--- config.mk ---
export PLATFORM = sky130hd
export DESIGN_NAME = blake256_message_padder_top
export DESIGN_NICKNAME = d
export VERILOG_FILES = /design/src/b256pad_pkg.sv /design/src/b256pad_dp.sv /design/src/b256pad_ctrl.sv /design/src/blake256_message_padder_top.sv
export SDC_FILE = /design/constraint.sdc
export NUM_CORES = 1
export LEC_CHECK = 0
export BUFFER_PORTS_ARGS = -buffer_cell sky130_fd_sc_hd__buf_2
export CAP_MARGIN = 20
export CORE_AREA = 2 2 130 132
export DETAILED_ROUTE_END_ITERATION = 8
export DIE_AREA = 0 0 132 134
export GPL_TIMING_DRIVEN = 0
export SLEW_MARGIN = 0
export SYNTH_ARGS = -nofsm -noshare
export SYNTH_HDL_FRONTEND = slang
export SYNTH_SLANG_ARGS = --single-unit
export TNS_END_PERCENT = 20
--- constraint.sdc ---
create_clock -name clk -period 3.6 [get_ports clk]
set_clock_uncertainty 0.1 [all_clocks]
set_input_delay 0.36 -clock clk [delete_from_list [all_inputs] [get_ports clk]]
set_output_delay 0.36 -clock clk [all_outputs]
set_load 0.005 [all_outputs]
--- src/b256pad_pkg.sv ---
`default_nettype none
// ----------------------------------------------------------------------------
// b256pad_pkg
// Types and constants shared by the BLAKE-256 message padder modules.
// ----------------------------------------------------------------------------
package b256pad_pkg;

  localparam logic CMD_NIBBLE = 1'b0;
  localparam logic CMD_END    = 1'b1;

  // nibble position inside a 512-bit block
  localparam logic [6:0] POS_PAD_LAST  = 7'd111;
  localparam logic [6:0] POS_LEN_START = 7'd112;

  localparam logic [3:0] NIB_PAD_FIRST = 4'h8;
  localparam logic [3:0] NIB_PAD_LAST  = 4'h1;
  localparam logic [3:0] NIB_PAD_ONLY  = 4'h9;
  localparam logic [3:0] NIB_ZERO      = 4'h0;

  localparam logic [3:0] LEN_NIB_LAST  = 4'd15;
  localparam logic [3:0] WORD_LAST     = 4'd15;
  localparam logic [2:0] NIB_IN_WORD_LAST = 3'd7;

  typedef struct packed {
    logic       cmd;
    logic [3:0] nibble;
  } in_t;

  typedef struct packed {
    logic [31:0] word;
    logic        block_end;
    logic        message_end;
    logic        extra_block;
  } out_t;

  typedef enum logic [1:0] {
    ST_DATA,
    ST_PAD,
    ST_LEN
  } state_t;

  typedef struct packed {
    logic       push;
    logic [3:0] nib;
    logic       add_len;
    logic       shift_len;
    logic       final_word;
    logic       latch_extra;
  } dp_cmd_t;

  typedef struct packed {
    logic [6:0] pos;
    logic [3:0] len_nib;
    logic       can_load;
  } dp_stat_t;

endpackage
`default_nettype wire

--- src/b256pad_dp.sv ---
`default_nettype none
// ----------------------------------------------------------------------------
// b256pad_dp
// Datapath: nibble packer, bit length counter and output register.
// ----------------------------------------------------------------------------
module b256pad_dp (
  input  wire                        clk,
  input  wire                        rst,
  input  wire b256pad_pkg::dp_cmd_t  cmd,
  output b256pad_pkg::dp_stat_t      stat,
  output logic                       out_valid,
  input  wire                        out_ready,
  output b256pad_pkg::out_t          out_data
);
  import b256pad_pkg::*;

  logic [63:0] bit_length;
  logic [31:0] partial_word;
  logic [2:0]  nib_cnt;
  logic [3:0]  wib;
  logic        extra_flag;
  logic [31:0] word_next;
  logic        can_load;

  assign word_next = {partial_word[27:0], cmd.nib};
  assign can_load  = !out_valid || out_ready;

  always_comb begin
    stat.pos      = {wib, nib_cnt};
    stat.len_nib  = bit_length[63:60];
    stat.can_load = can_load;
  end

  always_ff @(posedge clk) begin
    if (rst) begin
      bit_length <= '0;
      nib_cnt    <= '0;
      wib        <= '0;
      extra_flag <= 1'b0;
      out_valid  <= 1'b0;
    end else begin
      if (out_valid && out_ready) out_valid <= 1'b0;
      if (cmd.latch_extra)
        extra_flag <= ({wib, nib_cnt} == 7'd0) || ({wib, nib_cnt} >= POS_LEN_START);
      if (cmd.add_len) bit_length <= bit_length + 64'd4;
      if (cmd.shift_len) bit_length <= {bit_length[59:0], 4'h0};
      if (cmd.push) begin
        partial_word <= word_next;
        if (nib_cnt == NIB_IN_WORD_LAST) begin
          nib_cnt              <= '0;
          wib                  <= wib + 4'd1;
          out_valid            <= 1'b1;
          out_data.word        <= word_next;
          out_data.block_end   <= (wib == WORD_LAST);
          out_data.message_end <= cmd.final_word;
          out_data.extra_block <= cmd.final_word & extra_flag;
        end else begin
          nib_cnt <= nib_cnt + 3'd1;
        end
      end
    end
  end

  a_extra_on_end: assert property (@(posedge clk) disable iff (rst)
    out_valid && out_data.extra_block |-> out_data.message_end)
    else $error("extra_block without message_end");

  a_end_on_block: assert property (@(posedge clk) disable iff (rst)
    out_valid && out_data.message_end |-> out_data.block_end)
    else $error("message end not on block boundary");

  a_state_cleared: assert property (@(posedge clk) disable iff (rst)
    cmd.push && cmd.final_word |=> bit_length == 64'd0 && nib_cnt == 3'd0 && wib == 4'd0)
    else $error("state not cleared after message end");

endmodule
`default_nettype wire

--- src/b256pad_ctrl.sv ---
`default_nettype none
// ----------------------------------------------------------------------------
// b256pad_ctrl
// Controller: takes input beats and sequences padding and length nibbles.
// ----------------------------------------------------------------------------
module b256pad_ctrl (
  input  wire                         clk,
  input  wire                         rst,
  input  wire                         in_valid,
  output logic                        in_ready,
  input  wire b256pad_pkg::in_t       in_data,
  input  wire b256pad_pkg::dp_stat_t  stat,
  output b256pad_pkg::dp_cmd_t        cmd
);
  import b256pad_pkg::*;

  state_t     state, state_next;
  logic       first_pad, first_pad_next;
  logic [3:0] len_idx, len_idx_next;

  always_ff @(posedge clk) begin
    if (rst) begin
      state     <= ST_DATA;
      first_pad <= 1'b0;
      len_idx   <= '0;
    end else begin
      state     <= state_next;
      first_pad <= first_pad_next;
      len_idx   <= len_idx_next;
    end
  end

  always_comb begin
    state_next     = state;
    first_pad_next = first_pad;
    len_idx_next   = len_idx;
    in_ready       = 1'b0;
    cmd            = '0;
    case (state)
      ST_DATA: begin
        in_ready = stat.can_load;
        if (in_valid && stat.can_load) begin
          if (in_data.cmd == CMD_NIBBLE) begin
            cmd.push    = 1'b1;
            cmd.nib     = in_data.nibble;
            cmd.add_len = 1'b1;
          end else begin
            cmd.latch_extra = 1'b1;
            first_pad_next  = 1'b1;
            state_next      = ST_PAD;
          end
        end
      end
      ST_PAD: begin
        if (stat.can_load) begin
          cmd.push       = 1'b1;
          first_pad_next = 1'b0;
          if (stat.pos == POS_PAD_LAST)
            cmd.nib = first_pad ? NIB_PAD_ONLY : NIB_PAD_LAST;
          else
            cmd.nib = first_pad ? NIB_PAD_FIRST : NIB_ZERO;
          if (stat.pos == POS_PAD_LAST) begin
            len_idx_next = '0;
            state_next   = ST_LEN;
          end
        end
      end
      ST_LEN: begin
        if (stat.can_load) begin
          cmd.push      = 1'b1;
          cmd.nib       = stat.len_nib;
          cmd.shift_len = 1'b1;
          len_idx_next  = len_idx + 4'd1;
          if (len_idx == LEN_NIB_LAST) begin
            cmd.final_word = 1'b1;
            state_next     = ST_DATA;
          end
        end
      end
      default: begin
        state_next = ST_DATA;
      end
    endcase
  end

  a_len_aligned: assert property (@(posedge clk) disable iff (rst)
    state == ST_LEN |-> stat.pos == {3'b111, len_idx})
    else $error("length field not aligned to block tail");

  a_pad_no_input: assert property (@(posedge clk) disable iff (rst)
    state != ST_DATA |-> !in_ready)
    else $error("input taken during padding");

endmodule
`default_nettype wire

--- src/blake256_message_padder_top.sv ---
`default_nettype none
// ----------------------------------------------------------------------------
// blake256_message_padder_top
// BLAKE-256 message padder: nibbles in, padded 32-bit words out.
// ----------------------------------------------------------------------------
// Input beats carry cmd and nibble. A data nibble (cmd 0) is packed, first
// nibble most significant, into 32-bit words; data beats are taken one per
// cycle, and the beat that completes a word shows it on the output in the
// next cycle. An end beat (cmd 1) starts padding: the 1-zeros-1 pattern
// and the 64-bit bit length are shifted in one nibble per cycle by the
// padding sequencer, so after an end beat the input stays closed until the
// last length nibble is in, and 3 to 18 words come out; the last word has
// message_end set, and extra_block tells whether a whole block was added.
// A beat enters only while the output register is empty or its word is
// taken in that cycle; when the receiver stalls with a word held, input and
// padding wait with it.
// Reset clears the length, word position and output valid; the block is
// ready as soon as reset drops. After the final word the length and word
// position are back at reset, so the next nibble begins a new message.
// ----------------------------------------------------------------------------
module blake256_message_padder_top (
  input  wire                     clk,
  input  wire                     rst,
  input  wire                     in_valid,
  output logic                    in_ready,
  input  wire b256pad_pkg::in_t   in_data,
  output logic                    out_valid,
  input  wire                     out_ready,
  output b256pad_pkg::out_t       out_data
);
  import b256pad_pkg::*;

  dp_cmd_t  cmd;
  dp_stat_t stat;

  b256pad_ctrl u_ctrl (
    .clk      (clk),
    .rst      (rst),
    .in_valid (in_valid),
    .in_ready (in_ready),
    .in_data  (in_data),
    .stat     (stat),
    .cmd      (cmd)
  );

  b256pad_dp u_dp (
    .clk       (clk),
    .rst       (rst),
    .cmd       (cmd),
    .stat      (stat),
    .out_valid (out_valid),
    .out_ready (out_ready),
    .out_data  (out_data)
  );

endmodule
`default_nettype wire
==> flow_summary.rst <==
.. list-table::
   :header-rows: 1

   * - Metric
     - Value
   * - Worst-path maximum fanout
     - 28
   * - Area enclosed by the die boundary
     - 17,690 sq um
   * - Type of the setup path with the least slack
     - flop to flop
   * - Tightest slew margin relative to the limit
     - 37.56%
   * - CP max-delay cell
     - sky130_fd_sc_hd__a21oi_4
   * - Distinct cell type count after synthesis
     - 65
   * - Largest net degree at the start of global routing
     - 36
   * - Global-route wire length before repair
     - 28,870 um
   * - Area of the core
     - approximately 16,000 sq um
   * - Number of routed nets with antenna violations
     - 0
   * - TritonCTS sink count
     - 141
   * - Reg-to-reg critical path startpoint
     - u_dp.out_valid$_SDFF_PP0_
   * - Final hold vios
     - 0
   * - TritonCTS clock tree
     - built
   * - Warnings, synthesis
     - 0
   * - Clock transition time at the flip-flop clock pins of the worst setup and hold paths
     - 0.06 ns
   * - Post-CTS setup buffers
     - 0
   * - Most area-consuming cells after synthesis
     - sky130_fd_sc_hd__edfxtp_1 (29%), sky130_fd_sc_hd__dfxtp_1 (24%), sky130_fd_sc_hd__nand2_1 (4.4%)
   * - Horizontal die dimension
     - about 130 um
   * - Unrepaired setup endpoints after global routing
     - false
   * - Average instance area after synthesis
     - 9.689 sq um
   * - I/O pins
     - 46
   * - Number of filler cells placed in the layout
     - 1,502
   * - Startpoint class of the critical path
     - flop
   * - Worst R2R Path Depth
     - 6
   * - Final design instance area without fill
     - 7671 sq um
   * - DRC violations left
     - 0
   * - All-layer global routing usage
     - 20.56%
   * - Per-cell via count in the routed design
     - ~5.9
   * - Bufs on Longest Clock Path
     - 2
   * - Synthesized cell area
     - 6589 sq um
   * - Final cycle utilization of the critical path
     - ~86%
   * - Worst min-delay path category
     - input port to flop
   * - Wirelength per Cell
     - 18.08 um
   * - Vias in the first global route
     - 5,525
   * - Met2 usage in global routing
     - 32.75%
   * - Effective utilization at floorplan
     - 40.45%
   * - Met3 Track Usage GR
     - 5.556%
   * - Complex-gate fraction of the synthesized area
     - 15.91%
   * - Total Neg Setup Slack
     - 0 ns
   * - Fraction of the mapped netlist area in simple logic gates
     - 24.10%
   * - Number of buffers added by the clock tree synthesis step
     - 17
   * - Net count after synthesis
     - 695
   * - FF-to-FF setup slack
     - 0.49 ns
   * - Share of final-layout standard cells stronger than drive strength 1
     - 14.93%
   * - Run status
     - completed
   * - Critical path depth
     - 6
   * - Most frequent cells after synthesis
     - sky130_fd_sc_hd__dfxtp_1 (78), sky130_fd_sc_hd__nand2_1 (78), sky130_fd_sc_hd__edfxtp_1 (63)
   * - DIE HEIGHT
     - 134 um
   * - Max Transition Viols Final
     - 0
   * - Worst path required time
     - 3.54 ns
   * - Total wire length
     - 17,680 um
   * - Post-synthesis async set-or-reset flop share
     - 0%
   * - Level count of the clock H-tree
     - 4
   * - Cell type group with the largest total delay on the critical path
     - buffers and inverters
   * - Layer with the highest usage after global routing
     - met2
   * - Post-synthesis instance total
     - 680
   * - Number of nets in the finished design
     - 759
   * - Static leakage
     - around 2.5 nW
   * - Number of max-capacitance violations reported
     - 0
   * - Multiplexer share of the synthesized area
     - 0.1519%
   * - Cell Pwr Density
     - 457.7 nW/um^2
   * - Buffers on Ports
     - 45
   * - Adder and majority gate portion of the synthesized area
     - 1.139%
   * - End point of the critical path
     - u_dp.partial_word[16]$_DFFE_PP_
   * - Final weighted congestion in routability-driven placement
     - 0.9025
   * - CTS root buffer
     - sky130_fd_sc_hd__clkbuf_16
   * - Hold_ws
     - 0.1712 ns
   * - Area share of the leading cell type in the synthesized netlist
     - ~29%
   * - Placed wire-length estimate
     - around 12,000 um
   * - CP endpoint kind
     - flop
   * - Number of vias in the routed layout
     - around 5,800
   * - Drt first-iter violations
     - ~470
   * - Post-synthesis cell type with the largest combined area
     - sky130_fd_sc_hd__edfxtp_1
   * - Area growth, synth to finish
     - 16.43%
   * - Global route total overflow
     - 0
   * - Insertion delay to the later sink of the worst-skew pair
     - approximately 0.42 ns
   * - Sequential fraction of the synthesis area
     - 52.41%
   * - Global-route track usage on met1
     - 25.87%
   * - Count of hold-fix buffers inserted at cts
     - 0
   * - Fin crit period
     - 3.113 ns
   * - Launch point of the worst path
     - u_dp.out_valid$_SDFF_PP0_
   * - Number of optimization iterations in the first detailed-route pass
     - 5
   * - Commonest register cell after synthesis
     - sky130_fd_sc_hd__dfxtp_1
   * - Std cell rows
     - 47
   * - EDFF count, synth
     - 63
   * - Yosys reg bits
     - roughly 140
   * - Measured slew at the worst slew-check pin
     - 0.9344 ns
   * - Antenna violations before repair
     - 1
   * - Buffers plus inverters on the worst setup path
     - 3
   * - Capturing point of the worst reg2reg path
     - u_dp.partial_word[16]$_DFFE_PP_
   * - Delay of the slowest cell on the worst path
     - 0.81 ns
   * - Area after detailed placement
     - 7108 sq um
   * - Cell-by-cell listing of the critical path
     - nand2b_1 -> buf_2 -> nand4b_1 -> clkbuf_1 -> buf_1 -> a21oi_4
   * - Highest clock rate
     - 321.2 MHz
   * - Combinational family with the most area after synthesis
     - simple AND/OR/NAND/NOR gates
   * - Data arrival time of the critical path
     - 3.05 ns
   * - # setup viols final
     - 0
   * - Quantity of gates resized following cts
     - 0
   * - Fraction of synthesized cell area in xor and xnor cells
     - 2.393%
   * - Worst ir drop on vdd
     - 288.7 uV
where the power goes:
part	leakage, nW	switching (mW)	internal, mW	total [mW]
registers	1.21	0.0118	1.69	1.70
clock network	0.278	0.719	0.963	1.68
logic	1.04	0.0926	0.0320	0.125
total	2.52	0.823	2.69	3.51
registers in the layout, summed over array words and instances (netlist names):
name,cells
u_dp.out_data,35
u_ctrl.state,2
u_dp.wib,4
u_dp.extra_flag,1
u_dp.out_valid,1
u_ctrl.first_pad,1
u_dp.nib_cnt,3
u_ctrl.len_idx,4
u_dp.partial_word,28
u_dp.bit_length,62
tightest hold or removal path, delay by kind of cell:
family,cells,cell delay (ns)
buffers and inverters,1,0.08
and+or+nand+nor,2,0.12
metal layers:
metal | wire length (um) | vias to the layer above
li1 | - | 2705
met1 | 7672 | 2740
met2 | 8068 | 266
met3 | 1452 | 43
met4 | 486 | 0
met5 | 0 | -
final cells by class:
cell class	count	area [sq um]	area share, %
clock buffer	18	429.2	5.595
timing repair buffer	45	225.2	2.936
tap	220	275.3	3.588
sequential	141	3453	45.02
multi-input combinational	489	2898	37.78
clock inverter	14	131.4	1.713
inverter	8	30.03	0.3915
antenna	1	2.502	0.03262
buffer	42	226.5	2.952
through the flow:
stage	total power, mW	cells	setup WS [ns]	utilization [%]
final	3.511	978	0.4865	47.09
after global routing	3.629	977	0.2905	47.08
after CTS	3.541	977	0.4604	47.08
after detailed placement	1.863	945	0.3086	43.64
after global placement	1.857	945	-0.9559	43.52
after floorplan	1.810	680	0.4032	-
cells in the final DEF, fill, tap and decap left out, types with 20 or more instances in the layout:
master                     instances
sky130_fd_sc_hd__a21oi_1          56
sky130_fd_sc_hd__a31oi_1          25
sky130_fd_sc_hd__buf_2            51
sky130_fd_sc_hd__clkbuf_1         27
sky130_fd_sc_hd__dfxtp_1          78
sky130_fd_sc_hd__edfxtp_1         63
sky130_fd_sc_hd__nand2_1          78
sky130_fd_sc_hd__nand3_1          42
sky130_fd_sc_hd__nor2_1           46
sky130_fd_sc_hd__nor3_1           20
sky130_fd_sc_hd__nor4_1           21
sky130_fd_sc_hd__o21ai_0          32
cells by family (layout without fill, tap and decap cells):
family,Yosys count,in the layout
flip-flops,141,141
multiplexers,1,1
adder cells (fa/ha/maj),6,6
buffers and inverters,50,127
AO/OA/AOI/OAI,170,170
XOR/XNOR,18,18
other,0,1
AND/OR/NAND/NOR,294,294
how the worst min path moves through the flow:
stage | slack (ns) | from | endpoint | depth (start not counted)
floorplan | 0.30 | u_dp.partial_word[24]$_DFFE_PP_ | u_dp.out_data[31]$_DFFE_PP_ | 0
global placement | 0.31 | u_dp.partial_word[24]$_DFFE_PP_ | u_dp.out_data[31]$_DFFE_PP_ | 0
detailed placement | 0.32 | u_dp.partial_word[24]$_DFFE_PP_ | u_dp.out_data[31]$_DFFE_PP_ | 0
CTS | 0.15 | in_data[3] | u_dp.partial_word[3]$_DFFE_PP_ | 3
global route | 0.18 | in_data[3] | u_dp.partial_word[3]$_DFFE_PP_ | 3
finish | 0.17 | in_data[3] | u_dp.partial_word[3]$_DFFE_PP_ | 3
(Power assumes the default switching activity.)
